$ cat src/hdl/b64u_pkg.sv
`timescale 1ns / 1ps
// ----------------------------------------------------------------------------
// b64u_pkg
// Shared types, constants and the symbol table of the base64url encoder.
// ----------------------------------------------------------------------------
package b64u_pkg;

  localparam int unsigned BYTE_W      = 8;
  localparam int unsigned CHAR_W      = 7;
  localparam int unsigned SYM_W       = 6;
  localparam int unsigned GROUP_W     = 3 * BYTE_W;
  localparam int unsigned QUEUE_DEPTH = 2;

  // One three-byte group on its way from the front to the back. Missing
  // bytes of a short group are already zero here.
  typedef struct packed {
    logic [GROUP_W-1:0] word;
    logic               last;
  } group_t;

  typedef logic [CHAR_W-1:0] char_t;

  // URL-safe alphabet: A-Z a-z 0-9 - _
  function automatic char_t sym_to_char(input logic [SYM_W-1:0] sym);
    char_t ch;
    if (sym < 6'd26) begin
      ch = 7'h41 + {1'b0, sym};
    end else if (sym < 6'd52) begin
      ch = 7'h61 + {1'b0, sym - 6'd26};
    end else if (sym < 6'd62) begin
      ch = 7'h30 + {1'b0, sym - 6'd52};
    end else if (sym == 6'd62) begin
      ch = 7'h2D;
    end else begin
      ch = 7'h5F;
    end
    return ch;
  endfunction

endpackage

$ cat src/hdl/base64url_byte_encoder.sv
`timescale 1ns / 1ps
// ----------------------------------------------------------------------------
// base64url_byte_encoder
// Byte stream to URL-safe base64 characters, short final group padded
// with 'A'; the last character of a message carries tlast.
// ----------------------------------------------------------------------------
// Path: the byte that closes a group writes it into the queue, from which
// it moves to the back's current-group register and then the output stage.
// Throughput: one byte per cycle in unless the queue is full, one char per
// cycle out unless m_tready stalls; the single-character output port sets
// the sustained pace; the queue lets input run QUEUE_DEPTH groups ahead.
// Reset: synchronous; clears the held bytes, the queue and the output stage.
module base64url_byte_encoder #(
  parameter int unsigned QUEUE_DEPTH = b64u_pkg::QUEUE_DEPTH
) (
  input  logic                        clk,
  input  logic                        rst,
  input  logic                        s_tvalid,
  output logic                        s_tready,
  input  logic [b64u_pkg::BYTE_W-1:0] s_tdata,  // [7:0] data_byte
  input  logic                        s_tlast,  // is_last
  output logic                        m_tvalid,
  input  logic                        m_tready,
  output logic [b64u_pkg::BYTE_W-1:0] m_tdata,  // [6:0] code_char, [7] zero
  output logic                        m_tlast   // final_char
);

  logic             push;
  b64u_pkg::group_t push_group;
  logic             queue_full;
  logic             pop;
  logic             queue_valid;
  b64u_pkg::group_t head;

  b64u_front u_front (
    .clk        (clk),
    .rst        (rst),
    .s_tvalid   (s_tvalid),
    .s_tready   (s_tready),
    .s_tdata    (s_tdata),
    .s_tlast    (s_tlast),
    .push       (push),
    .push_group (push_group),
    .queue_full (queue_full)
  );

  b64u_queue #(
    .DEPTH (QUEUE_DEPTH)
  ) u_queue (
    .clk        (clk),
    .rst        (rst),
    .push       (push),
    .push_group (push_group),
    .full       (queue_full),
    .pop        (pop),
    .not_empty  (queue_valid),
    .head       (head)
  );

  b64u_back u_back (
    .clk         (clk),
    .rst         (rst),
    .group_valid (queue_valid),
    .group_in    (head),
    .pop         (pop),
    .m_tvalid    (m_tvalid),
    .m_tready    (m_tready),
    .m_tdata     (m_tdata),
    .m_tlast     (m_tlast)
  );

endmodule

$ cat src/hdl/b64u_front.sv
`timescale 1ns / 1ps
// ----------------------------------------------------------------------------
// b64u_front
// Accepts bytes, gathers them into groups of three and hands each closed
// group (full, or short and closed by the last byte) to the queue.
// ----------------------------------------------------------------------------
module b64u_front (
  input  logic                       clk,
  input  logic                       rst,
  input  logic                       s_tvalid,
  output logic                       s_tready,
  input  logic [b64u_pkg::BYTE_W-1:0] s_tdata,  // [7:0] data_byte
  input  logic                       s_tlast,   // is_last
  output logic                       push,
  output b64u_pkg::group_t           push_group,
  input  logic                       queue_full
);

  logic [2*b64u_pkg::BYTE_W-1:0] pending;
  logic [1:0]                    count;
  logic                          accept;

  assign s_tready = !queue_full;
  assign accept   = s_tvalid && s_tready;

  always_comb begin
    push_group.last = s_tlast;
    push            = 1'b0;
    unique case (count)
      2'd2: begin
        push_group.word = {pending, s_tdata};
        push            = accept;
      end
      2'd1: begin
        push_group.word = {pending[2*b64u_pkg::BYTE_W-1 -: b64u_pkg::BYTE_W], s_tdata,
                           {b64u_pkg::BYTE_W{1'b0}}};
        push            = accept && s_tlast;
      end
      default: begin
        // A count of zero, and the unreachable count of three, start a new group.
        push_group.word = {s_tdata, {2*b64u_pkg::BYTE_W{1'b0}}};
        push            = accept && s_tlast;
      end
    endcase
  end

  always_ff @(posedge clk) begin
    if (rst) begin
      count <= 2'd0;
    end else if (accept) begin
      if (push) begin
        count <= 2'd0;
      end else if (count == 2'd1) begin
        count <= 2'd2;
      end else begin
        count <= 2'd1;
      end
    end
  end

  always_ff @(posedge clk) begin
    if (accept) begin
      if (count == 2'd1) begin
        pending[b64u_pkg::BYTE_W-1:0] <= s_tdata;
      end else begin
        pending <= {s_tdata, {b64u_pkg::BYTE_W{1'b0}}};
      end
    end
  end

endmodule

$ cat src/hdl/b64u_queue.sv
`timescale 1ns / 1ps
// ----------------------------------------------------------------------------
// b64u_queue
// Short first-in first-out queue of closed groups between front and back.
// ----------------------------------------------------------------------------
module b64u_queue #(
  parameter int unsigned DEPTH = b64u_pkg::QUEUE_DEPTH
) (
  input  logic             clk,
  input  logic             rst,
  input  logic             push,
  input  b64u_pkg::group_t push_group,
  output logic             full,
  input  logic             pop,
  output logic             not_empty,
  output b64u_pkg::group_t head
);

  localparam int unsigned PTR_W = (DEPTH > 1) ? $clog2(DEPTH) : 1;
  localparam int unsigned CNT_W = $clog2(DEPTH + 1);
  localparam logic [PTR_W-1:0] LAST_PTR = PTR_W'(DEPTH - 1);
  localparam logic [CNT_W-1:0] FULL_CNT = CNT_W'(DEPTH);

  b64u_pkg::group_t entries [DEPTH];
  logic [PTR_W-1:0] wr_ptr;
  logic [PTR_W-1:0] rd_ptr;
  logic [CNT_W-1:0] fill;
  logic             do_push;
  logic             do_pop;

  assign full      = (fill == FULL_CNT);
  assign not_empty = (fill != '0);
  assign head      = entries[rd_ptr];
  assign do_push   = push && !full;
  assign do_pop    = pop && not_empty;

  always_ff @(posedge clk) begin
    if (rst) begin
      wr_ptr <= '0;
      rd_ptr <= '0;
      fill   <= '0;
    end else begin
      if (do_push) begin
        wr_ptr <= (wr_ptr == LAST_PTR) ? '0 : wr_ptr + 1'b1;
      end
      if (do_pop) begin
        rd_ptr <= (rd_ptr == LAST_PTR) ? '0 : rd_ptr + 1'b1;
      end
      if (do_push && !do_pop) begin
        fill <= fill + 1'b1;
      end else if (do_pop && !do_push) begin
        fill <= fill - 1'b1;
      end
    end
  end

  always_ff @(posedge clk) begin
    if (do_push) begin
      entries[wr_ptr] <= push_group;
    end
  end

endmodule

$ cat src/hdl/b64u_back.sv
`timescale 1ns / 1ps
// ----------------------------------------------------------------------------
// b64u_back
// Takes one group at a time and sends its four characters, high six bits
// first, through a registered output stage.
// ----------------------------------------------------------------------------
module b64u_back (
  input  logic                        clk,
  input  logic                        rst,
  input  logic                        group_valid,
  input  b64u_pkg::group_t            group_in,
  output logic                        pop,
  output logic                        m_tvalid,
  input  logic                        m_tready,
  output logic [b64u_pkg::BYTE_W-1:0] m_tdata,  // [6:0] code_char, [7] zero
  output logic                        m_tlast   // final_char
);

  b64u_pkg::group_t           cur;
  logic                       busy;
  logic [1:0]                 idx;
  logic                       out_free;
  logic [b64u_pkg::SYM_W-1:0] sym;

  assign out_free = !m_tvalid || m_tready;
  // Refill when idle, or as the fourth character of the current group is registered.
  assign pop      = group_valid && (!busy || (out_free && idx == 2'd3));

  always_comb begin
    unique case (idx)
      2'd0:    sym = cur.word[23:18];
      2'd1:    sym = cur.word[17:12];
      2'd2:    sym = cur.word[11:6];
      default: sym = cur.word[5:0];
    endcase
  end

  always_ff @(posedge clk) begin
    if (rst) begin
      busy     <= 1'b0;
      idx      <= 2'd0;
      m_tvalid <= 1'b0;
    end else begin
      if (out_free) begin
        m_tvalid <= busy;
      end
      if (pop) begin
        busy <= 1'b1;
        idx  <= 2'd0;
      end else if (out_free && busy) begin
        idx <= idx + 2'd1;
        if (idx == 2'd3) begin
          busy <= 1'b0;
        end
      end
    end
  end

  always_ff @(posedge clk) begin
    if (pop) begin
      cur <= group_in;
    end
    if (out_free && busy) begin
      m_tdata <= {1'b0, b64u_pkg::sym_to_char(sym)};
      m_tlast <= cur.last && (idx == 2'd3);
    end
  end

endmodule
$ cat config.mk
export PLATFORM = sky130hd
export DESIGN_NAME = base64url_byte_encoder
export DESIGN_NICKNAME = d
export VERILOG_FILES = /design/src/hdl/b64u_pkg.sv /design/src/hdl/base64url_byte_encoder.sv /design/src/hdl/b64u_front.sv /design/src/hdl/b64u_queue.sv /design/src/hdl/b64u_back.sv
export SDC_FILE = /design/constraint.sdc
export NUM_CORES = 1
export LEC_CHECK = 0
export BUFFER_PORTS_ARGS = -buffer_cell sky130_fd_sc_hd__buf_4
export CORE_MARGIN = 2
export CORE_UTILIZATION = 55
export DETAILED_ROUTE_END_ITERATION = 16
export MAX_ROUTING_LAYER = met4
export PLACE_DENSITY = 0.75
export SLEW_MARGIN = 5
export SYNTH_ARGS = -nofsm -noshare
export SYNTH_HDL_FRONTEND = slang
export SYNTH_HIERARCHICAL = 1
export SYNTH_SLANG_ARGS = --single-unit
$ cat constraint.sdc
create_clock -name clk -period 4.56 [get_ports clk]
set_clock_uncertainty 0.1 [all_clocks]
set_input_delay 0.456 -clock clk [delete_from_list [all_inputs] [get_ports clk]]
set_output_delay 0.456 -clock clk [all_outputs]
set_load 0.01 [all_outputs]
======== Word level (Yosys, flattened, before mapping) ========
Memories as Yosys holds them, arrays and structs flattened. A register that Yosys moved wholly into a read port is not among the register bits.
Index checks and enable logic that the tools add are counted.
cells by class
  add/sub/neg operators ................... 10
  $mul .................................... 0
  divide/modulo/power cells ............... 0
  order comparisons ....................... 3
  equality and inequality tests ........... 7
  shifts and indexed selects .............. 0
  mux-type cells .......................... 18
  bitwise logic cells ..................... 1
  reductions and logical operators ........ 25
operator list
  kind                   number
  $pmux W24 S2           1
  $mux W7                4
  $pmux W6 S3            1
  $add A7 B6 Y7 const A  2
  $lt A6 B6 Y1 const B   2
  $logic_and A1 B1 Y1    10
  $eq A2 B2 Y1 const B   4
  $mux W1                8
  $mux W2                4
  $reduce_bool A2 Y1     4
  $add A6 B6 Y7 const A  1
  $eq A6 B6 Y1 const B   1
  $lt A6 B5 Y1 const B   1
  $sub A6 B5 Y6 const B  1
  $sub A6 B6 Y6 const B  1
  $logic_not A1 Y1       5
  $add A2 B1 Y2 const B  2
  $eq A2 B1 Y1 const B   2
  $reduce_and A2 Y1      2
  $add A1 B1 Y1 const B  2
  $logic_not A2 Y1       1
  $logic_or A1 B1 Y1     2
  $reduce_or A2 Y1       1
  $sub A2 B1 Y2 const B  1
  $not A1 Y1             1
storage, ports and cells
  flip-flop bits (word level) ............. 34
  latch bits .............................. 0
  memory bits (writable) .................. 50
  ROM bits ................................ 0
  input bits .............................. 13
  output and inout bits ................... 11
  word-level logic and storage cells ...... 76
  memories ................................ 1
memories
  memory           words  width  rd ports  clocked after Yosys merged registers in  write ports  line              RTL
  u_queue.entries  2      25     1         1                                        1            b64u_queue.sv:24  b64u_pkg::group_t entries [DEPTH];

======== Logic depth before layout (Yosys ltp) ========
Gate-level depths: netlist of the first run.
  depth in word-level cells ............... 10
  depth in mapped cells ................... 11
  depth with buffers taken out ............ 11

======== Cells and area by module ========
The synthesis of the first run kept the hierarchy.
modules (own cells, without submodules)
  module      times used  cells an instance  area an instance (um^2)  seq. area each (um^2)
  b64u_back   1           169                2024.4                   1071.0
  b64u_queue  1           103                2020.7                   1601.5
  b64u_front  1           96                 974.7                    520.5

======== Worst setup path after synthesis of the first run ========
OpenSTA, ideal clock, no wires.
  path type ............................... flip-flop to flip-flop
  start ................................... register u_back.idx[0]
  end ..................................... register u_queue.fill[1]
  setup time .............................. 0.070 ns
  data arrival time ....................... 4.279 ns
  data required time ...................... 4.390 ns
  slack ................................... 0.111 ns
  cell stages (with the launch flop) ...... 10
  buffers on the path ..................... 1
  clock period less this slack ............ 4.449 ns
  cell sequence ........................... dfxtp_1 -> ha_1 -> buf_2 -> nand2_1 -> a21boi_0 -> o21ai_0 -> ha_1 -> xor2_1 -> or3_1 -> a21oi_1
on the way
  word-level cells in the longest chain between the ends .. 8
  elaborated cells on any way between the ends .. 10
  those cells by class .................... eq/ne (1); mux (1); reduce/logical (8)
RTL lines
  item                                                  line                          RTL
  start: declaration                                    b64u_back.sv:21               logic [1:0] idx;
  start signal: assignment                              b64u_back.sv:51               idx <= idx + 2'd1;
  $eq A2 B2 Y1 (*)                                      b64u_back.sv:27               assign pop = group_valid && (!busy || (out_free && idx == 2'd3));
  $logic_and A1 B1 Y1 (*)                               b64u_back.sv:27
  $logic_or A1 B1 Y1 (*)                                b64u_back.sv:27
  $logic_and A1 B1 Y1 (*)                               b64u_back.sv:27
  named net pop                                         base64url_byte_encoder.sv:31  logic pop;
  $logic_and A1 B1 Y1 (*)                               b64u_queue.sv:35              assign do_pop = pop && not_empty;
  $logic_not A1 Y1                                      b64u_queue.sv:49              if (do_push && !do_pop) begin
  $logic_and A1 B1 Y1                                   b64u_queue.sv:49
  $mux W2 / $reduce_bool A2 Y1 (equally long branches)  --
  end signal: assignment                                b64u_queue.sv:50              fill <= fill + 1'b1;
  end signal: assignment                                b64u_queue.sv:52              fill <= fill - 1'b1;
  end: declaration                                      b64u_queue.sv:27              logic [CNT_W-1:0] fill;
The timed path passes the listed nets; every way through them passes the cells marked *.
A chain may end at the register's enable or synchronous reset.

======== Final worst setup path of the first run ========
  start ................................... register u_back.idx[0]
  end ..................................... register u_back/m_tdata[2] in the netlist's numbering, data pin
on the way
  word-level cells in the longest chain between the ends .. 7
  elaborated cells on any way between the ends .. 15
  those cells by class .................... add/sub (5); order compare (3); eq/ne (2); mux (4); reduce/logical (1)
RTL lines
  item                                        line             RTL
  $eq A2 B2 Y1, or another cell as far along  b64u_back.sv:30  unique case (idx)
  $pmux W6 S3 (*)                             b64u_back.sv:30
  $sub A6 B6 Y6                               b64u_pkg.sv:31   ch = 7'h30 + {1'b0, sym - 6'd52};
  $add A6 B6 Y7                               b64u_pkg.sv:31
  $mux W7                                     b64u_pkg.sv:30   end else if (sym < 6'd62) begin
  $mux W7                                     b64u_pkg.sv:28   end else if (sym < 6'd52) begin
  $mux W7 (*)                                 b64u_pkg.sv:26   if (sym < 6'd26) begin
  end signal: assignment                      b64u_back.sv:64  m_tdata <= {1'b0, b64u_pkg::sym_to_char(sym)};
  end: declaration                            b64u_back.sv:15  output logic [b64u_pkg::BYTE_W-1:0] m_tdata,
Mark *: on every way between the ends. The rest lies on a longest branch, timed or not.

==> impl_metrics.csv, run 1 <==
group,metric,value,unit
global_route,busiest_layer,"met2",
detailed_routing,drt_iter0_markers,127,
global_route,antenna_found_initial,0,
yosys,ys_top_cells_by_area,"edfxtp_1 59%, mux2_2 5.8%, dfxtp_1 4.4%, ha_1 3.2%, and2_1 2.4%",
clock_network,htree_num_levels,3,
power_and_ir_drop,p_leak,1.96,nW
clock_network,cts.sinks,110,
yosys,yosysMostFrequentCell,"edfxtp_1",
detailed_routing,vias,2870,
power_and_ir_drop,vdd_ir_drop_max,0.247,mV
clock_network,tritoncts,"built",
sta,max_freq,290,MHz
floorplan,core_area,8810,um^2
sta,drv_slew,0,
sta,setup_viol,0,
global_route,grt_pass1_vias,2796,
setup_path,end_kind,"flip-flop",
setup_path,startpoint_type,"flip-flop",
sta,hold_viol_final,0,
clock_network,cts-root-buf,"clkbuf_8",
yosys,synth_nets,394,
sta,min_period,3450,ps
detailed_routing,totalWireLength,8370,um
yosys,syn_inst,368,
yosys,avgSynthCellArea,13.6,um^2
detailed_routing,wl_per_cell,16.7,um
cells_and_area,fin_nets,415,
yosys,synth-edff-count,99,
sta,tns,0,ps
yosys,syn_area,5020,um^2
detailed_routing,avgViaCountPerCell,5.72,
sta,timing.final.crit_share,0.757,
setup_path,critPathArrivalTime,3440,ps
sta,rsz0062_at_grt,"false",
global_route,gr-usage-met2,0.304,
clock_network,holdBufCountCts,0,
worst_hold_path,hold_start,"s_tlast",
floorplan,io_pins,24,
clock_network,clk_pin_slew,100,ps
setup_path,critPathKind,"reg2reg",
place,gp_congestion,0.850,
setup_path,required,4550,ps
setup_path,r2r_start,"u_back/idx[0]",
clock_network,worstSkewPairLatency,370,ps
clock_network,clockBufferDepth,2,
detailed_routing,ant_nets,0,
cells_and_area,diodes,0,
global_route,grt_use_met3,0.0408,
yosys,yosysWarningCount,6,
place,portBuffers,22,
sta,worst_pin_slew,1120,ps
status,status,"completed",
floorplan,start_util,0.570,
floorplan,die_area,9910,um^2
detailed_routing,dr.pass1.iters,7,
detailed_routing,drc,0,
yosys,synthDistinctLibCells,61,
clock_network,post_cts_buffers,0,
yosys,seq_area_frac_synth,0.636,
global_route,grt.overflow.total,0,
cells_and_area,utilization,0.624,
setup_path,crit_path_start,"u_back/idx[0]",
place,dpl.hpwl,5830,um
yosys,yosysTopAreaCell,"edfxtp_1",
worst_hold_path,hp-class,"in2reg",
cells_and_area,drive_gt1_frac,0.223,
yosys,netlist.area_leader.share,0.592,
yosys,ys.flop_type,"edfxtp_1",
floorplan,die_w,99.5,um
global_route,grt_start_max_net_pins,29,
global_route,grtUsageTotal,0.188,
sta,slew_headroom,0.252,
power_and_ir_drop,power_density,707,nW/um^2
cells_and_area,syn2layout_area_growth,9.52,%
clock_network,numCtsBuffers,9,
yosys,ys_ff_latch,110,
cells_and_area,nFillCells,635,
floorplan,rows,34,
yosys,netlist_top_cells_count,"99 x edfxtp_1, 26 x mux2_2, 21 x inv_1, 21 x o21ai_0, 19 x and2_1",
global_route,grt_pass1_wl,13800,um
global_route,grtUsageMet1,0.232,
yosys,synthArstFlopShare,0,
setup_path,crit_fanout,12,
flow_run,maxCapViolCount,0,
floorplan,die_y,99.5,um
clock_network,cts_resized,0,
## through the flow
| step | std cells | hold slack [ps] | setup slack [ps] | area (um^2) | total power [mW] |
|---|---|---|---|---|---|
| floorplan | 368 | 344 | 111 | 5020 | 2.86 |
| global placement | 486 | 364 | 1340 | 5260 | 3.20 |
| detailed placement | 486 | 391 | 1200 | 5260 | 3.23 |
| CTS | 502 | 167 | 1170 | 5500 | 3.91 |
| global route | 502 | 174 | 939 | 5500 | 4.13 |
| finish | 502 | 190 | 1110 | 5500 | 3.89 |
## power by group
part	internal (mW)	leakage, nW	switching (mW)
sequential	1.46	1.04	0.116
clock	0.367	0.114	0.306
combinational	0.682	0.808	0.952
## cell type report
type	count	area, um^2	area share
sequential	110	3190	0.581
inverter	25	96.3	0.0175
multi-input combinational	218	1650	0.300
clock inverter	5	106	0.0193
timing repair buffer	25	188	0.0341
tap	108	135	0.0246
clock buffer	11	131	0.0239
## registers in the layout, indices dropped and copies added, names as in the netlist, named ones only
signal and count:
u_queue/entries 50, u_back/cur 25, u_front/pending 16, u_back/m_tdata 7, u_back/idx 2, u_front/count 2
u_queue/fill 2, u_back/busy 1, u_back/m_tlast 1, u_back/m_tvalid 1, u_queue/rd_ptr 1, u_queue/wr_ptr 1
## cells in the final DEF, fill, tap and decap left out, types with 2 or more instances in the layout
master	synthesis	layout
a21o_1	4	4
a21oi_1	15	15
a222oi_1	5	5
a22oi_1	8	8
a31oi_1	2	2
and2_1	19	19
buf_4	3	25
bufinv_16	0	3
clkbuf_1	4	2
clkbuf_8	0	9
dfxtp_1	11	11
edfxtp_1	99	99
ha_1	13	13
inv_1	21	21
inv_2	2	2
mux2_2	26	26
mux2i_1	3	3
nand2_1	15	15
nand2b_1	3	3
nand3_1	3	3
nor2_1	17	17
nor2b_1	3	3
nor3_1	6	6
o21a_1	2	2
o21ai_0	21	21
o21ai_1	5	5
o22ai_1	4	4
o2bb2ai_1	2	2
o32ai_1	2	2
or2_2	5	5
or3_1	2	2
xnor2_1	6	6
xor2_1	3	3
## cells by family after synthesis
group                    count (synthesis)  synth area share
XOR/XNOR                                 9            0.0157
AND/OR/NAND/NOR                         82            0.0907
adder cells (fa/ha/maj)                 13            0.0324
flip-flops                             110             0.636
AO/OA/AOI/OAI                           81             0.114
other                                    1          0.000747
multiplexers                            32            0.0738
buffers and inverters                   40            0.0364
## final timing paths
path,end,slack [ps],cells past startpoint
max,u_back/m_tdata[2],1110,10
max reg2reg,u_back/m_tdata[2],1110,10
min reg2reg,u_back/m_tvalid,390,2
min,u_queue/entries[1][0],190,1
## routing by layer
metal,share of wire,wire [um]
met5,0,0
met4,0.017,146
met3,0.034,288
met2,0.51,4230
met1,0.44,3700
## worst max-delay path: stages (launching register included)
cell and delay [ps]:
dfxtp_1 390, ha_1 440, inv_2 220, mux2i_2 580, inv_2 180, ha_1 290
nor4_1 490, a31oi_4 140, o21ai_1 170, a21o_1 100, o22ai_1 70
(Power assumes the default switching activity.)
==> inputs of run 2 (changes only) <==
PLACE_DENSITY = 0.73   (was 0.75)
clock period = 3.5 ns   (was 4.56 ns; I/O delays follow)
==> impl_metrics.csv, run 2 (same netlist as run 1, synthesis figures left out) <==
group,metric,value,unit
setup_path,end_kind,"flip-flop",
clock_network,cts-root-buf,"clkbuf_8",
place,dpl.hpwl,5910,um
detailed_routing,dr.pass1.iters,4,
global_route,antenna_found_initial,0,
sta,tns,0,ps
sta,rsz0062_at_grt,"false",
sta,setup_viol,0,
clock_network,htree_num_levels,3,
worst_hold_path,holdPathStages,1,
cells_and_area,fin_nets,422,
power_and_ir_drop,p_leak,1.99,nW
detailed_routing,drt_iter0_markers,158,
power_and_ir_drop,design_power_total,5.02,mW
place,dp.cells,493,
clock_network,cts.sinks,110,
cells_and_area,top_register,"u_queue/entries",
cells_and_area,layout_commonest_cell,"edfxtp_1",
cells_and_area,largest_reg_flops,50,
setup_path,critPathKind,"reg2reg",
global_route,busiest_layer,"met2",
global_route,grt_use_met3,0.0365,
global_route,grt_pass1_vias,2842,
flow_run,maxCapViolCount,0,
worst_hold_path,hp-class,"in2reg",
global_route,grt_pass1_wl,13900,um
sta,max_freq,327,MHz
cells_and_area,diodes,0,
floorplan,start_util,0.570,
sta,min_period,3060,ps
cells_and_area,fin_area,5530,um^2
setup_path,cpMostUsedCell,"ha_1",
sta,drv_slew,0,
place,portBuffers,22,
sta,worst_pin_slew,1090,ps
clock_network,numCtsBuffers,9,
clock_network,clk_pin_slew,100,ps
clock_network,clockBufferDepth,2,
cells_and_area,top_regs,"u_queue/entries (50), u_back/cur (25), u_front/pending (16)",
clock_network,cts_resized,0,
global_route,gr-usage-met2,0.304,
cells_and_area,utilization,0.628,
cells_and_area,layoutNonFillerInstCount,509,
detailed_routing,wl_per_cell,16.5,um
power_and_ir_drop,power_density,908,nW/um^2
detailed_routing,avgViaCountPerCell,5.63,
floorplan,die_area,9910,um^2
floorplan,io_pins,24,
cells_and_area,drive_gt1_frac,0.242,
floorplan,die_y,99.5,um
global_route,grt_start_max_net_pins,28,
cells_and_area,final_cell_mix,"99 x edfxtp_1, 32 x buf_4, 26 x mux2_2",
sta,hold_viol_final,0,
global_route,grtUsageMet1,0.236,
detailed_routing,vias,2867,
detailed_routing,totalWireLength,8380,um
clock_network,post_cts_buffers,0,
status,status,"completed",
place,placed_area,5310,um^2
detailed_routing,drc,0,
setup_path,startpoint_type,"flip-flop",
floorplan,rows,34,
floorplan,core_area,8810,um^2
setup_path,slowest_delay,510,ps
clock_network,tritoncts,"built",
setup_path,critPathSlowestCell,"a222oi_1",
clock_network,worstSkewPairLatency,370,ps
setup_path,path_cells,"inv_1 > ha_1 > a222oi_1 > mux2i_2 > inv_2 > ha_1 > nor2_1 > a31oi_4 > o211ai_2 > o2bb2ai_1 > o22ai_1",
sta,timing.final.crit_share,0.874,
place,gp_congestion,0.928,
floorplan,die_w,99.5,um
cells_and_area,syn2layout_area_growth,10.1,%
clock_network,holdBufCountCts,0,
setup_path,crit_fanout,10,
sta,slew_headroom,0.271,
power_and_ir_drop,vdd_ir_drop_max,0.334,mV
global_route,grt.overflow.total,0,
setup_path,required,3520,ps
global_route,grtUsageTotal,0.187,
setup_path,critPathArrivalTime,3080,ps
setup_path,worstRegToRegCells,11,
detailed_routing,ant_nets,0,
==> run 2: cell count changes in the layout (fill, tap and decap cells not counted), sizes merged <==
cell	delta
buf	+7
clkinv	+4
bufinv	-2
clkbuf	-2
inv	+1
clkinvlp	-1
==> run 2: final timing paths <==
| check | end | startpoint | slack, ps |
|---|---|---|---|
| max reg2reg | u_back/m_tdata[2] | u_back/idx[0] | 440 |
| min reg2reg | u_queue/wr_ptr | u_queue/wr_ptr | 400 |
| max | u_back/m_tdata[2] | u_back/idx[0] | 440 |
| min | u_queue/entries[0][0] | s_tlast | 80 |
==> run 2: metrics by stage <==
step | worst slack (ps) | hold slack, ps
after floorplan | 546 | 319
after global placement | 595 | 364
after detailed placement | 477 | 378
after CTS | 445 | 66.5
after global routing | 228 | 63.9
final | 440 | 82.0
==> run 2: metal layers <==
| metal | vias to the layer above | wire [um] |
|---|---|---|
| met5 | - | 0 |
| met2 | 63 | 4170 |
| met3 | 19 | 301 |
| met4 | 0 | 192 |
| li1 | 1418 | - |
| met1 | 1367 | 3720 |
==> run 2: worst max-delay path, delay by kind of cell, from the launching register on <==
kind	cells	cell delay, ps
buffers and inverters	2	250
AO/OA/AOI/OAI	5	1280
adder cells (fa/ha/maj)	2	540
multiplexers	1	160
flip-flops	1	380
AND/OR/NAND/NOR	1	110
==> run 2: area by class of cell <==
| type | count | area, um^2 |
|---|---|---|
| clock buffer | 9 | 124 |
| clock inverter | 7 | 92.6 |
| fill | 646 | 3280 |
| inverter | 25 | 96.3 |
| multi-input combinational | 218 | 1650 |
| sequential | 110 | 3190 |
| tap | 108 | 135 |
| timing repair buffer | 32 | 240 |
==> run 2: where the power goes <==
group          switching (mW)  internal (mW)  total, mW  leakage [nW]
Sequential              0.155           1.91       2.06          1.04
Combinational            1.24          0.931       2.17         0.844
Clock                   0.440          0.348      0.789         0.109
==> inputs of run 3 (changes only) <==
ABC_AREA = 1   (was unset)
HOLD_SLACK_MARGIN = 0.03   (was unset)
PLACE_DENSITY = 0.72   (was 0.73)
==> impl_metrics.csv, run 3 <==
group,metric,value,unit
clock_network,tritoncts,"built",
power_and_ir_drop,vdd_ir_drop_max,0.368,mV
yosys,seq_area_frac_synth,0.598,
place,portBuffers,22,
clock_network,cts_resized,0,
global_route,grtUsageTotal,0.181,
yosys,ys_ff_latch,110,
power_and_ir_drop,comb_power_share,0.441,
cells_and_area,largest_reg_flops,50,
clock_network,htree_num_levels,3,
detailed_routing,avgViaCountPerCell,4.91,
yosys,netlist_top_cells_count,"110 x nand2_1, 99 x edfxtp_1, 47 x inv_1, 25 x nor2_1, 20 x mux2_4",
floorplan,start_util,0.572,
detailed_routing,drc,0,
worst_hold_path,hold_end,"u_queue/entries[1][0]",
detailed_routing,dr.pass1.iters,4,
worst_hold_path,holdPathStages,1,
floorplan,die_y,103,um
worst_hold_path,hp-class,"in2reg",
yosys,synthDistinctLibCells,37,
power_and_ir_drop,pwr-share-seq,0.422,
detailed_routing,drt_iter0_markers,137,
cells_and_area,final_cell_mix,"110 x nand2_1, 99 x edfxtp_1, 47 x inv_1",
sta,tns,0,ps
power_and_ir_drop,p_clk_frac,0.137,
clock_network,cts-root-buf,"clkbuf_8",
cells_and_area,drive_gt1_frac,0.262,
yosys,netlist.area_leader.share,0.557,
cells_and_area,top_register,"u_queue/entries",
floorplan,io_pins,24,
clock_network,holdBufCountCts,0,
power_and_ir_drop,p_sw,1.89,mW
clock_network,cts.sinks,110,
setup_path,critPathKind,"reg2reg",
sta,setup_viol,0,
cells_and_area,diodes,0,
setup_path,crit_fanout,12,
cells_and_area,nFillCells,725,
clock_network,numCtsBuffers,9,
setup_path,worstReg2RegEnd,"u_back/m_tdata[5]",
setup_path,end_kind,"flip-flop",
sta,drv_slew,0,
floorplan,rows,35,
setup_path,worstRegToRegCells,13,
yosys,yosysMostFrequentCell,"nand2_1",
cells_and_area,layout_commonest_cell,"nand2_1",
setup_path,critPathArrivalTime,2770,ps
yosys,syn_area,5340,um^2
setup_path,startpoint_type,"flip-flop",
detailed_routing,wl_per_cell,13.3,um
place,dpl.hpwl,5950,um
yosys,ys_top_cells_by_area,"edfxtp_1 56%, nand2_1 7.7%, mux2_4 5.6%, dfxtp_1 4.1%, inv_1 3.3%",
sta,slew_headroom,0.434,
clock_network,post_cts_buffers,0,
power_and_ir_drop,p_leak,2.39,nW
cells_and_area,syn2layout_area_growth,7.27,%
yosys,synth_nets,476,
clock_network,clockBufferDepth,2,
cells_and_area,top_regs,"u_queue/entries (50), u_back/cur (25), u_front/pending (16)",
global_route,grt.overflow.total,0,
cells_and_area,utilization,0.614,
power_and_ir_drop,p_int,3.03,mW
power_and_ir_drop,p_sw_frac,0.383,
floorplan,die_w,103,um
yosys,ys.flop_type,"edfxtp_1",
status,status,"completed",
global_route,grt_pass1_wl,14100,um
setup_path,required,3520,ps
detailed_routing,ant_nets,0,
sta,max_freq,365,MHz
global_route,grt_pass1_vias,2968,
sta,timing.final.crit_share,0.784,
yosys,synth-edff-count,99,
yosys,synthArstFlopShare,0,
place,gp_congestion,0.853,
sta,hold_viol_final,0,
sta,rsz0062_at_grt,"false",
flow_run,maxCapViolCount,0,
sta,hold_slack,84.7,ps
clock_network,clk_pin_slew,100,ps
cells_and_area,fin_nets,502,
detailed_routing,totalWireLength,8140,um
clock_network,worstSkewPairLatency,360,ps
yosys,yosysTopAreaCell,"edfxtp_1",
yosys,yosysWarningCount,6,
setup_path,reg2reg_slack,760,ps
sta,min_period,2740,ps
detailed_routing,vias,2998,
yosys,syn_inst,450,
floorplan,die_area,10500,um^2
worst_hold_path,hold_start,"s_tlast",
floorplan,core_area,9330,um^2
global_route,grt_start_max_net_pins,30,
power_and_ir_drop,power_density,859,nW/um^2
global_route,antenna_found_initial,0,
yosys,avgSynthCellArea,11.9,um^2
setup_path,r2r_start,"u_back/idx[0]",
sta,worst_pin_slew,846,ps
==> run 3: final cells by class <==
cell class / instances / area, um^2 / share of cell area
multi-input cells: 273 / 1790 / 0.312
well taps: 129 / 161 / 0.0282
repair buffers: 26 / 195 / 0.0341
clock buffers: 9 / 124 / 0.0216
inverters: 56 / 218 / 0.0380
flip-flops and latches: 110 / 3190 / 0.558
clock inverters: 7 / 47.5 / 0.00830
==> run 3: layer usage <==
layer,GRT usage,vias to the layer above,wire [um]
met5,-,-,0
met4,0.0667,0,150
met3,0.0305,15,217
met2,0.297,55,4130
met1,0.228,1386,3640
li1,-,1542,-
==> run 3: power groups by stage <==
stage	Combinational [mW]	Sequential [mW]	Clock [mW]
2_1_floorplan	1.74	2.10	0
3_3_place_gp	2.13	2.10	0
3_5_place_dp	2.16	2.11	0
4_1_cts	2.17	2.08	0.699
5_1_grt	2.44	2.11	0.746
6_report	2.17	2.07	0.674
==> run 3: how the worst max path moves through the flow <==
stage | endpoint | from | depth (start not counted)
final | u_back/m_tdata[5] | u_back/idx[0] | 13
after global routing | u_back/m_tdata[5] | u_back/idx[0] | 13
after CTS | u_back/m_tdata[5] | u_back/idx[0] | 13
after detailed placement | u_back/m_tdata[5] | u_back/idx[0] | 13
after global placement | u_back/m_tdata[5] | u_back/idx[0] | 13
after floorplan | u_queue/fill[1] | u_back/idx[0] | 10
==> run 3: cell families after synthesis <==
family                     count (synthesis)  share of synthesized area
and+or+nand+nor                          196                      0.183
muxes                                     25                     0.0668
xor gates and xnor gates                   6                    0.00984
other                                      1                   0.000702
buffers and inverters                     67                     0.0684
DFF                                      110                      0.598
adders and majority gates                 13                     0.0305
AOI/OAI and AO/OA                         32                     0.0427
==> run 3: critical path, cell delays in order, from the launching register on <==
cell and delay [ps]:
dfxtp_1 360, ha_1 250, inv_2 310, nand2_1 180, o21bai_4 250, ha_1 250
inv_1 70, xor2_1 170, ha_1 300, nand2_1 50, nand3_1 70, nand2_1 50
nor2_1 80, nor2_1 40
==> run 3: metrics by stage <==
| stage | instance area (um^2) | setup WS, ps | total power, mW | cells |
|---|---|---|---|---|
| 3_5_place_dp | 5560 | 768 | 4.27 | 594 |
| 2_1_floorplan | 5340 | 731 | 3.84 | 450 |
| 3_3_place_gp | 5560 | 847 | 4.23 | 594 |
| 6_report | 5730 | 757 | 4.92 | 610 |
| 5_1_grt | 5730 | 511 | 5.30 | 610 |
| 4_1_cts | 5730 | 749 | 4.96 | 610 |
